**config.mk**
```make
export PLATFORM = sky130hd
export DESIGN_NAME = qscsc_ctrl
export DESIGN_NICKNAME = d
export VERILOG_FILES = /design/src/rtl/core/qscsc_pkg.sv /design/src/rtl/core/qscsc_ctrl.sv
export SDC_FILE = /design/constraint.sdc
export NUM_CORES = 1
export LEC_CHECK = 0
export BUFFER_PORTS_ARGS = -buffer_cell sky130_fd_sc_hd__buf_4
export CAP_MARGIN = 40
export CORE_AREA = 2 2 39 41
export DETAILED_ROUTE_END_ITERATION = 7
export DIE_AREA = 0 0 41 43
export PLACE_DENSITY = 0.56
export SETUP_SLACK_MARGIN = 0.4
export SYNTH_ARGS = -nofsm -noshare
export SYNTH_HDL_FRONTEND = slang
export SYNTH_SLANG_ARGS = --single-unit
```
**constraint.sdc**
```tcl
create_clock -name clock -period 4.9 [get_ports clock]
set_clock_uncertainty 0.2 [all_clocks]
set_input_delay 1.225 -clock clock [delete_from_list [all_inputs] [get_ports clock]]
set_output_delay 1.225 -clock clock [all_outputs]
set_load 0.01 [all_outputs]
```
**src/rtl/core/qscsc_pkg.sv**
```systemverilog
// Package of types and constants for the card batch sorter.
package qscsc_pkg;
   localparam int CAPACITY = 64;
   localparam int IDX_W = $clog2(CAPACITY);
   localparam int CNT_W = $clog2(CAPACITY + 1);

   typedef struct packed {
      logic [7:0] suit;
      logic [29:0] card_value;
      logic last;
   } req_type;

   typedef struct packed {
      logic [7:0] out_suit;
      logic [29:0] out_value;
      logic is_stable;
      logic overflowed;
      logic end_of_batch;
   } rsp_type;

   typedef struct packed {
      logic [7:0] suit;
      logic [29:0] key;
   } card_type;

   typedef enum logic [7:0] {
      OP_IDLE  = 8'b0000_0001,
      OP_QSORT = 8'b0000_0010,
      OP_MSORT = 8'b0000_0100,
      OP_CMP   = 8'b0000_1000,
      OP_EMIT  = 8'b0001_0000,
      OP_LOAD  = 8'b0010_0000
   } op_type;

   typedef struct packed {
      logic start_q;
      logic start_m;
      logic start_c;
      logic start_e;
   } cmd_type;

   typedef struct packed {
      logic done_q;
      logic done_m;
      logic done_c;
      logic done_e;
   } sts_type;
endpackage

```
**src/rtl/core/qscsc_ctrl.sv**
```systemverilog
// Phase sequencer of the card batch sorter.
module qscsc_ctrl (
   input  logic clock,
   input  logic reset,
   input  logic batch_end,
   input  qscsc_pkg::sts_type sts,
   output qscsc_pkg::cmd_type cmd,
   output logic idle
);
   import qscsc_pkg::*;
   op_type state_ff, state_in;

   always_ff @(posedge clock) begin
      if (reset) state_ff <= OP_IDLE;
      else state_ff <= state_in;
   end

   always_comb begin
      state_in = state_ff;
      cmd = '0;
      unique case (state_ff)
         OP_IDLE: if (batch_end) state_in = OP_LOAD;
         OP_LOAD: begin
            state_in = OP_QSORT;
            cmd.start_q = 1'b1;
         end
         OP_QSORT: if (sts.done_q) begin
            state_in = OP_MSORT;
            cmd.start_m = 1'b1;
         end
         OP_MSORT: if (sts.done_m) begin
            state_in = OP_CMP;
            cmd.start_c = 1'b1;
         end
         OP_CMP: if (sts.done_c) begin
            state_in = OP_EMIT;
            cmd.start_e = 1'b1;
         end
         OP_EMIT: if (sts.done_e) state_in = OP_IDLE;
         default: state_in = OP_IDLE;
      endcase
   end
   assign idle = (state_ff == OP_IDLE);
endmodule

```
# ---- Word-level counts from Yosys, hierarchy flattened
# Cells that the tools add are included.
dict set report op_classes {
  n_eq_ne 11
  muxes 13
  reduce_logical 1
}
# cell n
set ops {}
lappend ops {{$pmux 8 s6} 1}
lappend ops {{$mux 8} 5}
lappend ops {{$ne 2x2->1 const B} 5}
lappend ops {{$eq 8x1->1 const B} 1}
lappend ops {{$eq 8x2->1 const B} 1}
lappend ops {{$eq 8x3->1 const B} 1}
lappend ops {{$eq 8x4->1 const B} 1}
lappend ops {{$eq 8x5->1 const B} 1}
lappend ops {{$eq 8x6->1 const B} 1}
lappend ops {{$mux 1} 7}
lappend ops {{$reduce_and 5->1} 1}
dict set report word_totals {
  word_cells 26
  regBits 8
  out_inout_bits 5
  input_bits 7
}

# ---- Longest topological paths before layout
# Gate-level depths: netlist (run 1).
dict set report logic_depth {
  depth_word 3
  mapped_depth 3
  depth_no_buf 3
}

# ---- Worst setup path before layout (run 1)
# Ideal clock, no wire load.
dict set report synth_timing {
  kind {input-to-output}
  start {input port sts[2] (netlist name)}
  end {output port cmd[1] (netlist name)}
  cell_stages 3
  arrival_time_ns 1.687
  required_ns 3.475
  slack_ns 1.788
  n_path_buf 0
  cell_sequence {nand2_1 -> or3_4 -> inv_1}
}
# item line_no
set synth_rtl {}
lappend synth_rtl {{from (decl)} qscsc_ctrl.sv:6} ;# input qscsc_pkg::sts_type sts,
lappend synth_rtl {{to (decl)} qscsc_ctrl.sv:7} ;# output qscsc_pkg::cmd_type cmd,

==> flow_metrics.py, run 1 <==
metrics = {
    "power": {
        "seqPwrFrac_pct": 43.9,
        "peakVddDrop_mv": 0.08295,
        "p_int_uw": 90.90,
        "p_comb_share_pct": 16.7,
        "cellLeakagePower_uw": 0.0002120,
        "clkPwrFrac_pct": 39.4,
        "switching_share_pct": 26.81,
        "pwr_density_cell_nw_per_um2": 256.5,
        "power_switching_uw": 33.30,
    },
    "routing": {
        "drt_first_pass_iters": 4,
        "drc": 0,
        "drtAntennaViolNets": 0,
        "drtIter0Drc": 8,
        "vias": 376,
        "drt_wl_total_um": 793,
        "viasPerCell": 5.296,
        "routedWlPerCell_um": 11.17,
    },
    "clocking": {
        "clk_pin_slew_ps": 50,
        "htreeDepth": 1,
        "clk_latency_ps": 250,
        "numCtsBuffers": 3,
        "cts_tree": "yes",
        "cts_root_buf": "clkbuf_4",
        "cts.sinks": 6,
        "cts_setup_buffers": 0,
        "cts_buffer_depth": 2,
        "cts_resized": 0,
        "hold_buffers": 0,
    },
    "global_route": {
        "track_usage_pct": 11.16,
        "grt_max_degree": 10,
        "grt_overflow": 0,
        "grt_first_pass_wirelength_um": 1331,
        "antenna_found_initial": 0,
        "first_global_vias": 331,
    },
    "timing": {
        "slew_headroom_pct": 76.35,
        "post-route-period-util_pct": 67.18,
        "period_needed_ps": 3292,
        "rsz0062_at_grt": "false",
        "tightest_slew_ps": 354.0,
        "hold_viol_final": 0,
        "finalSetupTns_ps": 0,
        "setup_violations": 0,
        "finalMaxSlewViolations": 0,
        "max_freq_ghz": 0.3038,
    },
    "outcome": {
        "status": "complete, no violations",
    },
    "run": {
        "drv_cap": 0,
    },
    "critical_path": {
        "worstSetupEndpointType": "output port",
        "crit_path_max_fanout": 2,
        "arrival_ps": 1870,
        "cp-start-kind": "primary input",
        "crit_chain": "buf_4, nand2_1, or3_4, inv_1, buf_4",
        "cp_common_cell": "buf_4",
        "cp_data_required_time_ps": 3470,
        "cp_slowest_stage_delay_ps": 340,
        "crit_type": "primary input to output port",
        "cp_slowest_cell": "or3_4",
    },
    "synthesis": {
        "syn_area_um2": 359.1,
        "yosys.area.top_type": "dfxtp_1",
        "synth_area_leaders": "dfxtp_1 33%, nor3b_1 13%, nor3_1 4.2%",
        "yosys.area.top_type_share_pct": 33.45,
        "synthTopCellsByCount": "6 x dfxtp_1, 6 x nor3b_1, 4 x inv_1",
        "synth_edf_count": 0,
        "ys_seq_area_share_pct": 33.45,
        "syn_avg_cell_area_um2": 8.758,
        "yosysWarnings": 0,
        "syn_inst": 41,
        "synthArstFlopShare_pct": 0,
        "ys_types": 22,
        "synthFlopType": "dfxtp_1",
        "synth_seq_cells": 6,
        "syn_nets": 48,
    },
    "cells_and_area": {
        "utilization_pct": 34.99,
        "reg.largest.list": "state_ff x6",
        "largest_reg_flops": 6,
        "n_fill_cell": 142,
        "syn2layout_area_growth_pct": 34.84,
        "drive_gt1_share_pct": 34.55,
        "diodes": 0,
        "top_register": "state_ff",
        "fin_nets": 64,
    },
    "floorplanning": {
        "die_height_um": 43,
        "dieArea_um2": 1763,
        "fp-row-count": 14,
        "die_w_um": 41,
        "design.core.area_um2": 1384,
        "start_util_pct": 25.95,
        "io_pins": 12,
    },
    "worst_hold_path": {
        "hold_class": "flop to flop",
    },
    "placement": {
        "hpwl_um": 582,
        "place_congestion": 0.6652,
        "port_buffers": 11,
    },
}
==> final cells by class <==
cell class	instances	area (µm²)	share of cell area [%]
Clock buffer	3	22.52	4.651
Timing Repair Buffer	11	82.58	17.05
Inverter	4	15.01	3.101
Sequential cell	6	120.1	24.81
Tap cell	16	20.02	4.134
Multi-Input combinational cell	31	224.0	46.25
==> cell usage in the layout (no fill, tap or decap), types with 2 or more instances in the layout <==
master    synthesis  final
nor2b_1           2      2
dfxtp_1           6      6
a21oi_1           2      2
nor3_1            3      3
nor3b_1           6      6
inv_1             4      4
o21ai_0           2      2
clkbuf_4          0      3
buf_4             0     11
nand2_1           2      2
==> metal layers <==
layer | part of all wire [%] | up-vias | track usage, %
li1 | - | 184 | -
met5 | 0 | - | 0
met4 | 0 | 0 | 4.000
met2 | 46 | 17 | 15.00
met1 | 45 | 175 | 14.52
met3 | 9.6 | 0 | 6.283
==> cell families after synthesis <==
family	Yosys count	share of synthesized area [%]
xor gates and xnor gates	1	2.439
buffers and inverters	4	4.180
AOI/OAI and AO/OA	9	18.12
and+or+nand+nor	21	41.81
DFF	6	33.45
==> power by group through the flow <==
stage                     Sequential (µW)  Clock, µW  Combinational [µW]
after floorplan                      54.6          0                11.9
after global placement               55.6          0                21.0
after detailed placement             55.4          0                20.8
after CTS                            54.5       50.9                21.0
after global routing                 55.2       51.1                22.7
final                                54.6       48.9                20.8
==> per-stage QoR <==
step | setup slack [ps] | power, µW | hold WS [ps] | instance area [µm²] | instances
after floorplan | 1788 | 66.46 | 330.2 | 359.1 | 41
after global placement | 1606 | 76.55 | 398.9 | 461.7 | 68
after detailed placement | 1607 | 76.26 | 390.7 | 461.7 | 68
after CTS | 1602 | 126.4 | 390.9 | 484.2 | 71
after global routing | 1575 | 129.1 | 423.4 | 484.2 | 71
final | 1608 | 124.2 | 388.5 | 484.2 | 71
==> worst max-delay path: cells and delay by family <==
| kind | cells | cell delay [ps] |
|---|---|---|
| buffers and inverters | 3 | 260 |
| and+or+nand+nor | 2 | 380 |
==> path summary, 6_finish.rpt <==
kind	slack (ps)	depth (start not counted)	to	startpoint
worst min register to register	390	2	state_ff[4]	state_ff[3]
worst min-delay path	390	2	state_ff[4]	state_ff[3]
worst max-delay path	1610	5	cmd[1]	sts[2]
worst max register to register	3150	3	state_ff[1]	state_ff[1]
No activity file was read; power rests on OpenSTA's default activity.
==> run 2: changes to the inputs <==
PLACE_DENSITY = 0.58   (was 0.56)
clock period = 2.7 ns   (was 4.9 ns; I/O delays follow)
==> run 2 against run 1 <==
Register-to-register slack got worse by 2200 ps. Clock power rose by 69%. Combinational power rose to 2.5 times the previous value. Die area did not move. Sequential cell count did not move. Critical path depth fell by 1. Clock-buffer cell count did not move. Non-clock buffer count rose by 8. Final area rose by 22%. Wire length rose by 20%. Final cell count rose by 11%. Power rose by 86%. Largest cell class unchanged. Largest power group unchanged.
==> flow_metrics.py, run 2 (synthesis gave the netlist of run 1 again) <==
metrics = {
    "outcome": {
        "status": "complete, no violations",
    },
    "critical_path": {
        "cp-endpoint": "cmd[1]",
        "worstSetupEndpointType": "output port",
        "r2r_slack_ps": 1000,
        "rr_worst_depth": 4,
        "critPathLaunch": "state_ff[4]",
        "crit_type": "flop to output port",
        "r2r-end": "state_ff[3]",
        "crit_path_max_fanout": 2,
        "arrival_ps": 1600,
        "cp-start-kind": "flop",
        "cp_data_required_time_ps": 1820,
        "r2r_start": "state_ff[4]",
    },
    "global_route": {
        "grt_first_pass_wirelength_um": 1352,
        "grt_max_degree": 10,
        "antenna_found_initial": 0,
        "track_usage_pct": 12.02,
        "grt_overflow": 0,
        "first_global_vias": 315,
    },
    "routing": {
        "drt_wl_total_um": 948,
        "drt_first_pass_iters": 3,
        "wl_met3_um": 45,
        "highest_layer": "met3",
        "routedWlPerCell_um": 12.00,
        "met2_length_um": 459,
        "drtAntennaViolNets": 0,
        "vias": 388,
        "drc": 0,
        "wl_met1_um": 443,
        "viasPerCell": 4.911,
        "drtIter0Drc": 11,
    },
    "clocking": {
        "cts_tree": "yes",
        "clk_pin_slew_ps": 50,
        "numCtsBuffers": 3,
        "cts.sinks": 6,
        "cts_root_buf": "clkbuf_4",
        "clk_latency_ps": 250,
        "htreeDepth": 1,
        "cts_buffer_depth": 2,
    },
    "placement": {
        "hpwl_um": 615.2,
        "port_buffers": 11,
        "post_dp_cell_area_um2": 461.7,
        "place_ws_ps": 354.3,
        "place_congestion": 0.7281,
    },
    "floorplanning": {
        "fp-row-count": 14,
        "die_height_um": 43,
        "io_pins": 12,
        "start_util_pct": 25.95,
        "design.core.area_um2": 1384,
        "die_w_um": 41,
        "dieArea_um2": 1763,
    },
    "timing": {
        "fin_ws_ps": 226.8,
        "period_needed_ps": 2473,
        "finalMaxSlewViolations": 0,
        "hold_viol_final": 0,
        "slew_headroom_pct": 77.62,
        "setup_violations": 0,
        "max_freq_ghz": 0.4043,
        "tightest_slew_ps": 331.6,
        "post-route-period-util_pct": 91.60,
        "finalSetupTns_ps": 0,
        "rsz0062_at_grt": "true",
    },
    "power": {
        "clkPwrFrac_pct": 35.7,
        "switching_share_pct": 25.49,
        "pwr_density_cell_nw_per_um2": 390.4,
        "p_int_uw": 172.5,
        "p_comb_share_pct": 22.6,
        "peakVddDrop_mv": 0.2053,
        "power_switching_uw": 59.02,
        "p_total_uw": 231.5,
        "cellLeakagePower_uw": 0.0002595,
        "seqPwrFrac_pct": 41.6,
    },
    "worst_hold_path": {
        "hold_class": "flop to flop",
    },
    "cells_and_area": {
        "drive_gt1_share_pct": 58.73,
        "syn2layout_area_growth_pct": 65.16,
        "final_common_cell": "buf_4",
        "diodes": 0,
        "reg.largest.list": "state_ff x6",
        "most-common-layout-cells": "17 x buf_4, 4 x nor3b_1, 4 x dfxtp_4",
        "fin_nets": 72,
        "top_register": "state_ff",
        "largest_reg_flops": 6,
        "n_fill_cell": 143,
        "final_area_um2": 593.1,
    },
    "run": {
        "drv_cap": 0,
    },
}
[run 2: cell count changes in the layout (fill, tap and decap cells not counted), sizes merged]
cell / delta
buf: +8
[run 2: worst max-delay path, stage by stage, from the launching register on]
cell     delay (ps)
dfxtp_4         330
or4_4           530
or3_4           350
inv_2            60
buf_6            90
[run 2: stage by stage]
stage | instances | utilization (%) | hold slack, ps
floorplan | 41 | - | 330.2
global placement | 68 | 33.36 | 389.1
detailed placement | 68 | 33.36 | 400.8
CTS | 75 | 39.51 | 415.7
global route | 79 | 42.86 | 404.9
finish | 79 | 42.86 | 377.9
[run 2: what timing repair did]
action / CTS / global route
pin swaps: 3 / 1
hold buffers: 0 / 0
setup endpoints to repair: 4 / 5
resized for setup: 11 / 6
buffers inserted: 4 / 4
[run 2: cell type report]
type / count / area, µm² / area share [%]
Tap cell: 16 / 20.02 / 3.376
Clock buffer: 3 / 22.52 / 3.797
Multi-Input combinational cell: 31 / 249.0 / 41.98
Inverter: 4 / 15.01 / 2.532
Sequential cell: 6 / 136.4 / 23.00
Timing Repair Buffer: 19 / 150.1 / 25.32
[run 2: metal layers]
layer | vias to the layer above | track usage [%]
li1 | 200 | -
met1 | 178 | 14.38
met2 | 10 | 15.94
met3 | 0 | 7.853
met4 | 0 | 6.000
met5 | - | 0
[run 2: worst min path at each step]
stage | start | end | slack (ps) | cells after the start
global placement | state_ff[3] | state_ff[3] | 390 | 2
CTS | reset | state_ff[3] | 420 | 2
finish | state_ff[5] | state_ff[4] | 380 | 3
detailed placement | state_ff[3] | state_ff[3] | 400 | 2
floorplan | state_ff[3] | state_ff[4] | 330 | 2
global route | state_ff[5] | state_ff[4] | 400 | 3
[run 2: power groups by stage]
stage	clock [µW]	sequential (µW)	combinational [µW]
after CTS	87.3	98.6	44.2
final	82.8	96.4	52.3
after floorplan	0	99.0	21.6
after global routing	95.7	96.2	57.4
after global placement	0	101	37.8
after detailed placement	0	101	37.6
==> run 3: changes to the inputs <==
SETUP_SLACK_MARGIN = 0.15   (was 0.4)
==> run 3 against run 2 <==
Die area unchanged. Worst setup slack got worse by 23 ps. Via count is 7.7% lower. Wire length is 8.4% lower. Non-clock buffer count shrank 5. Sequential power rose by 2%. Final cell count decreased by 6.3%. Global-route usage is 0.70 points lower. Fmax shrank 0.93%. Critical endpoint unchanged. Largest cell class unchanged.
==> flow_metrics.py, run 3 (synthesis gave the netlist of run 1 again) <==
metrics = {
    "floorplanning": {
        "io_pins": 12,
        "design.core.area_um2": 1384,
        "dieArea_um2": 1763,
        "die_w_um": 41,
        "fp-row-count": 14,
        "start_util_pct": 25.95,
        "die_height_um": 43,
    },
    "routing": {
        "vias": 358,
        "viasPerCell": 4.838,
        "drt_wl_total_um": 868,
        "drtAntennaViolNets": 0,
        "drc": 0,
        "routedWlPerCell_um": 11.73,
        "drtIter0Drc": 7,
        "drt_first_pass_iters": 2,
    },
    "timing": {
        "setup_violations": 0,
        "finalMaxSlewViolations": 0,
        "post-route-period-util_pct": 92.46,
        "period_needed_ps": 2496,
        "slew_headroom_pct": 75.16,
        "max_freq_ghz": 0.4006,
        "hold_viol_final": 0,
        "finalSetupTns_ps": 0,
        "tightest_slew_ps": 369.7,
        "fin_ws_ps": 203.5,
        "rsz0062_at_grt": "true",
    },
    "critical_path": {
        "cp_data_required_time_ps": 1820,
        "cp-start-kind": "flop",
        "crit_path_max_fanout": 3,
        "rr_worst_depth": 5,
        "crit_type": "flop to output port",
        "arrival_ps": 1620,
        "worstSetupEndpointType": "output port",
    },
    "cells_and_area": {
        "most-common-layout-cells": "14 x buf_4, 5 x nor3b_1",
        "top_register": "state_ff",
        "final_cells": 74,
        "fin_nets": 67,
        "reg.largest.list": "state_ff x6",
        "diodes": 0,
        "final_common_cell": "buf_4",
        "syn2layout_area_growth_pct": 45.99,
        "drive_gt1_share_pct": 48.28,
        "largest_reg_flops": 6,
    },
    "worst_hold_path": {
        "whs_path_depth": 2,
        "hold_class": "primary input to flop",
    },
    "power": {
        "cellLeakagePower_uw": 0.0002265,
        "peakVddDrop_mv": 0.2113,
        "pwr_density_cell_nw_per_um2": 424.5,
    },
    "clocking": {
        "numCtsBuffers": 3,
        "cts_root_buf": "clkbuf_4",
        "hold_buffers": 0,
        "clk_latency_ps": 250,
        "cts_buffer_depth": 2,
        "clk_pin_slew_ps": 50,
        "cts.sinks": 6,
        "htreeDepth": 1,
        "cts_tree": "yes",
    },
    "outcome": {
        "status": "complete, no violations",
    },
    "global_route": {
        "grt_max_degree": 10,
        "antenna_found_initial": 0,
        "grt_overflow": 0,
        "first_global_vias": 282,
        "grt_first_pass_wirelength_um": 1255,
        "track_usage_pct": 11.32,
    },
    "run": {
        "drv_cap": 0,
    },
    "placement": {
        "hpwl_um": 615.2,
        "place_congestion": 0.7281,
        "port_buffers": 11,
        "dp_cells": 68,
        "place_ws_ps": 354.3,
    },
}
-- run 3: area by class of cell --
| cell class | instances | area, µm² |
|---|---|---|
| fillers | 153 | 859.6 |
| multi-input cells | 31 | 232.7 |
| flip-flops and latches | 6 | 128.9 |
| repair buffers | 14 | 105.1 |
| clock buffers | 3 | 22.52 |
| well taps | 16 | 20.02 |
| inverters | 4 | 15.01 |
-- run 3: final timing paths --
check	start	to	slack, ps
max	state_ff[3]	cmd[1]	200
min	reset	state_ff[3]	420
max reg2reg	state_ff[3]	state_ff[0]	1020
min reg2reg	state_ff[5]	state_ff[5]	430
-- run 3: critical path: stages (launching register included) --
cell and delay (ps):
dfxtp_4 340, or4_4 530, or3_4 350, inv_2 50, buf_4 100
-- run 3: what timing repair did --
action / in CTS / in global routing
setup endpoints to repair: 1 / 3
buffers inserted: 1 / 2
endpoints found under the hold margin: 0 / 0
resized for setup: 3 / 5
pin swaps: 1 / 3
-- run 3: layer usage --
layer,part of all wire [%],vias to the layer above,GRT usage (%)
li1,-,188,-
met1,47,160,14.38
met2,47,10,13.75
met3,6.5,0,7.853
met4,0,0,6.000
met5,0,-,0
-- run 3: through the flow --
stage | cell area [µm²] | hold WS, ps | util [%] | total power [µW]
global placement | 461.7 | 389.1 | 33.36 | 138.6
floorplan | 359.1 | 330.2 | - | 120.6
global route | 524.3 | 411.7 | 37.88 | 239.6
finish | 524.3 | 419.7 | 37.88 | 222.5
detailed placement | 461.7 | 400.8 | 33.36 | 138.5
CTS | 495.5 | 368.6 | 35.80 | 227.6
-- run 3: where the power goes --
group	switching, µW	internal [µW]	total [µW]
clock	33.1	50.3	83.4
combinational	16.2	24.8	41.1
sequential	7.18	90.9	98.1
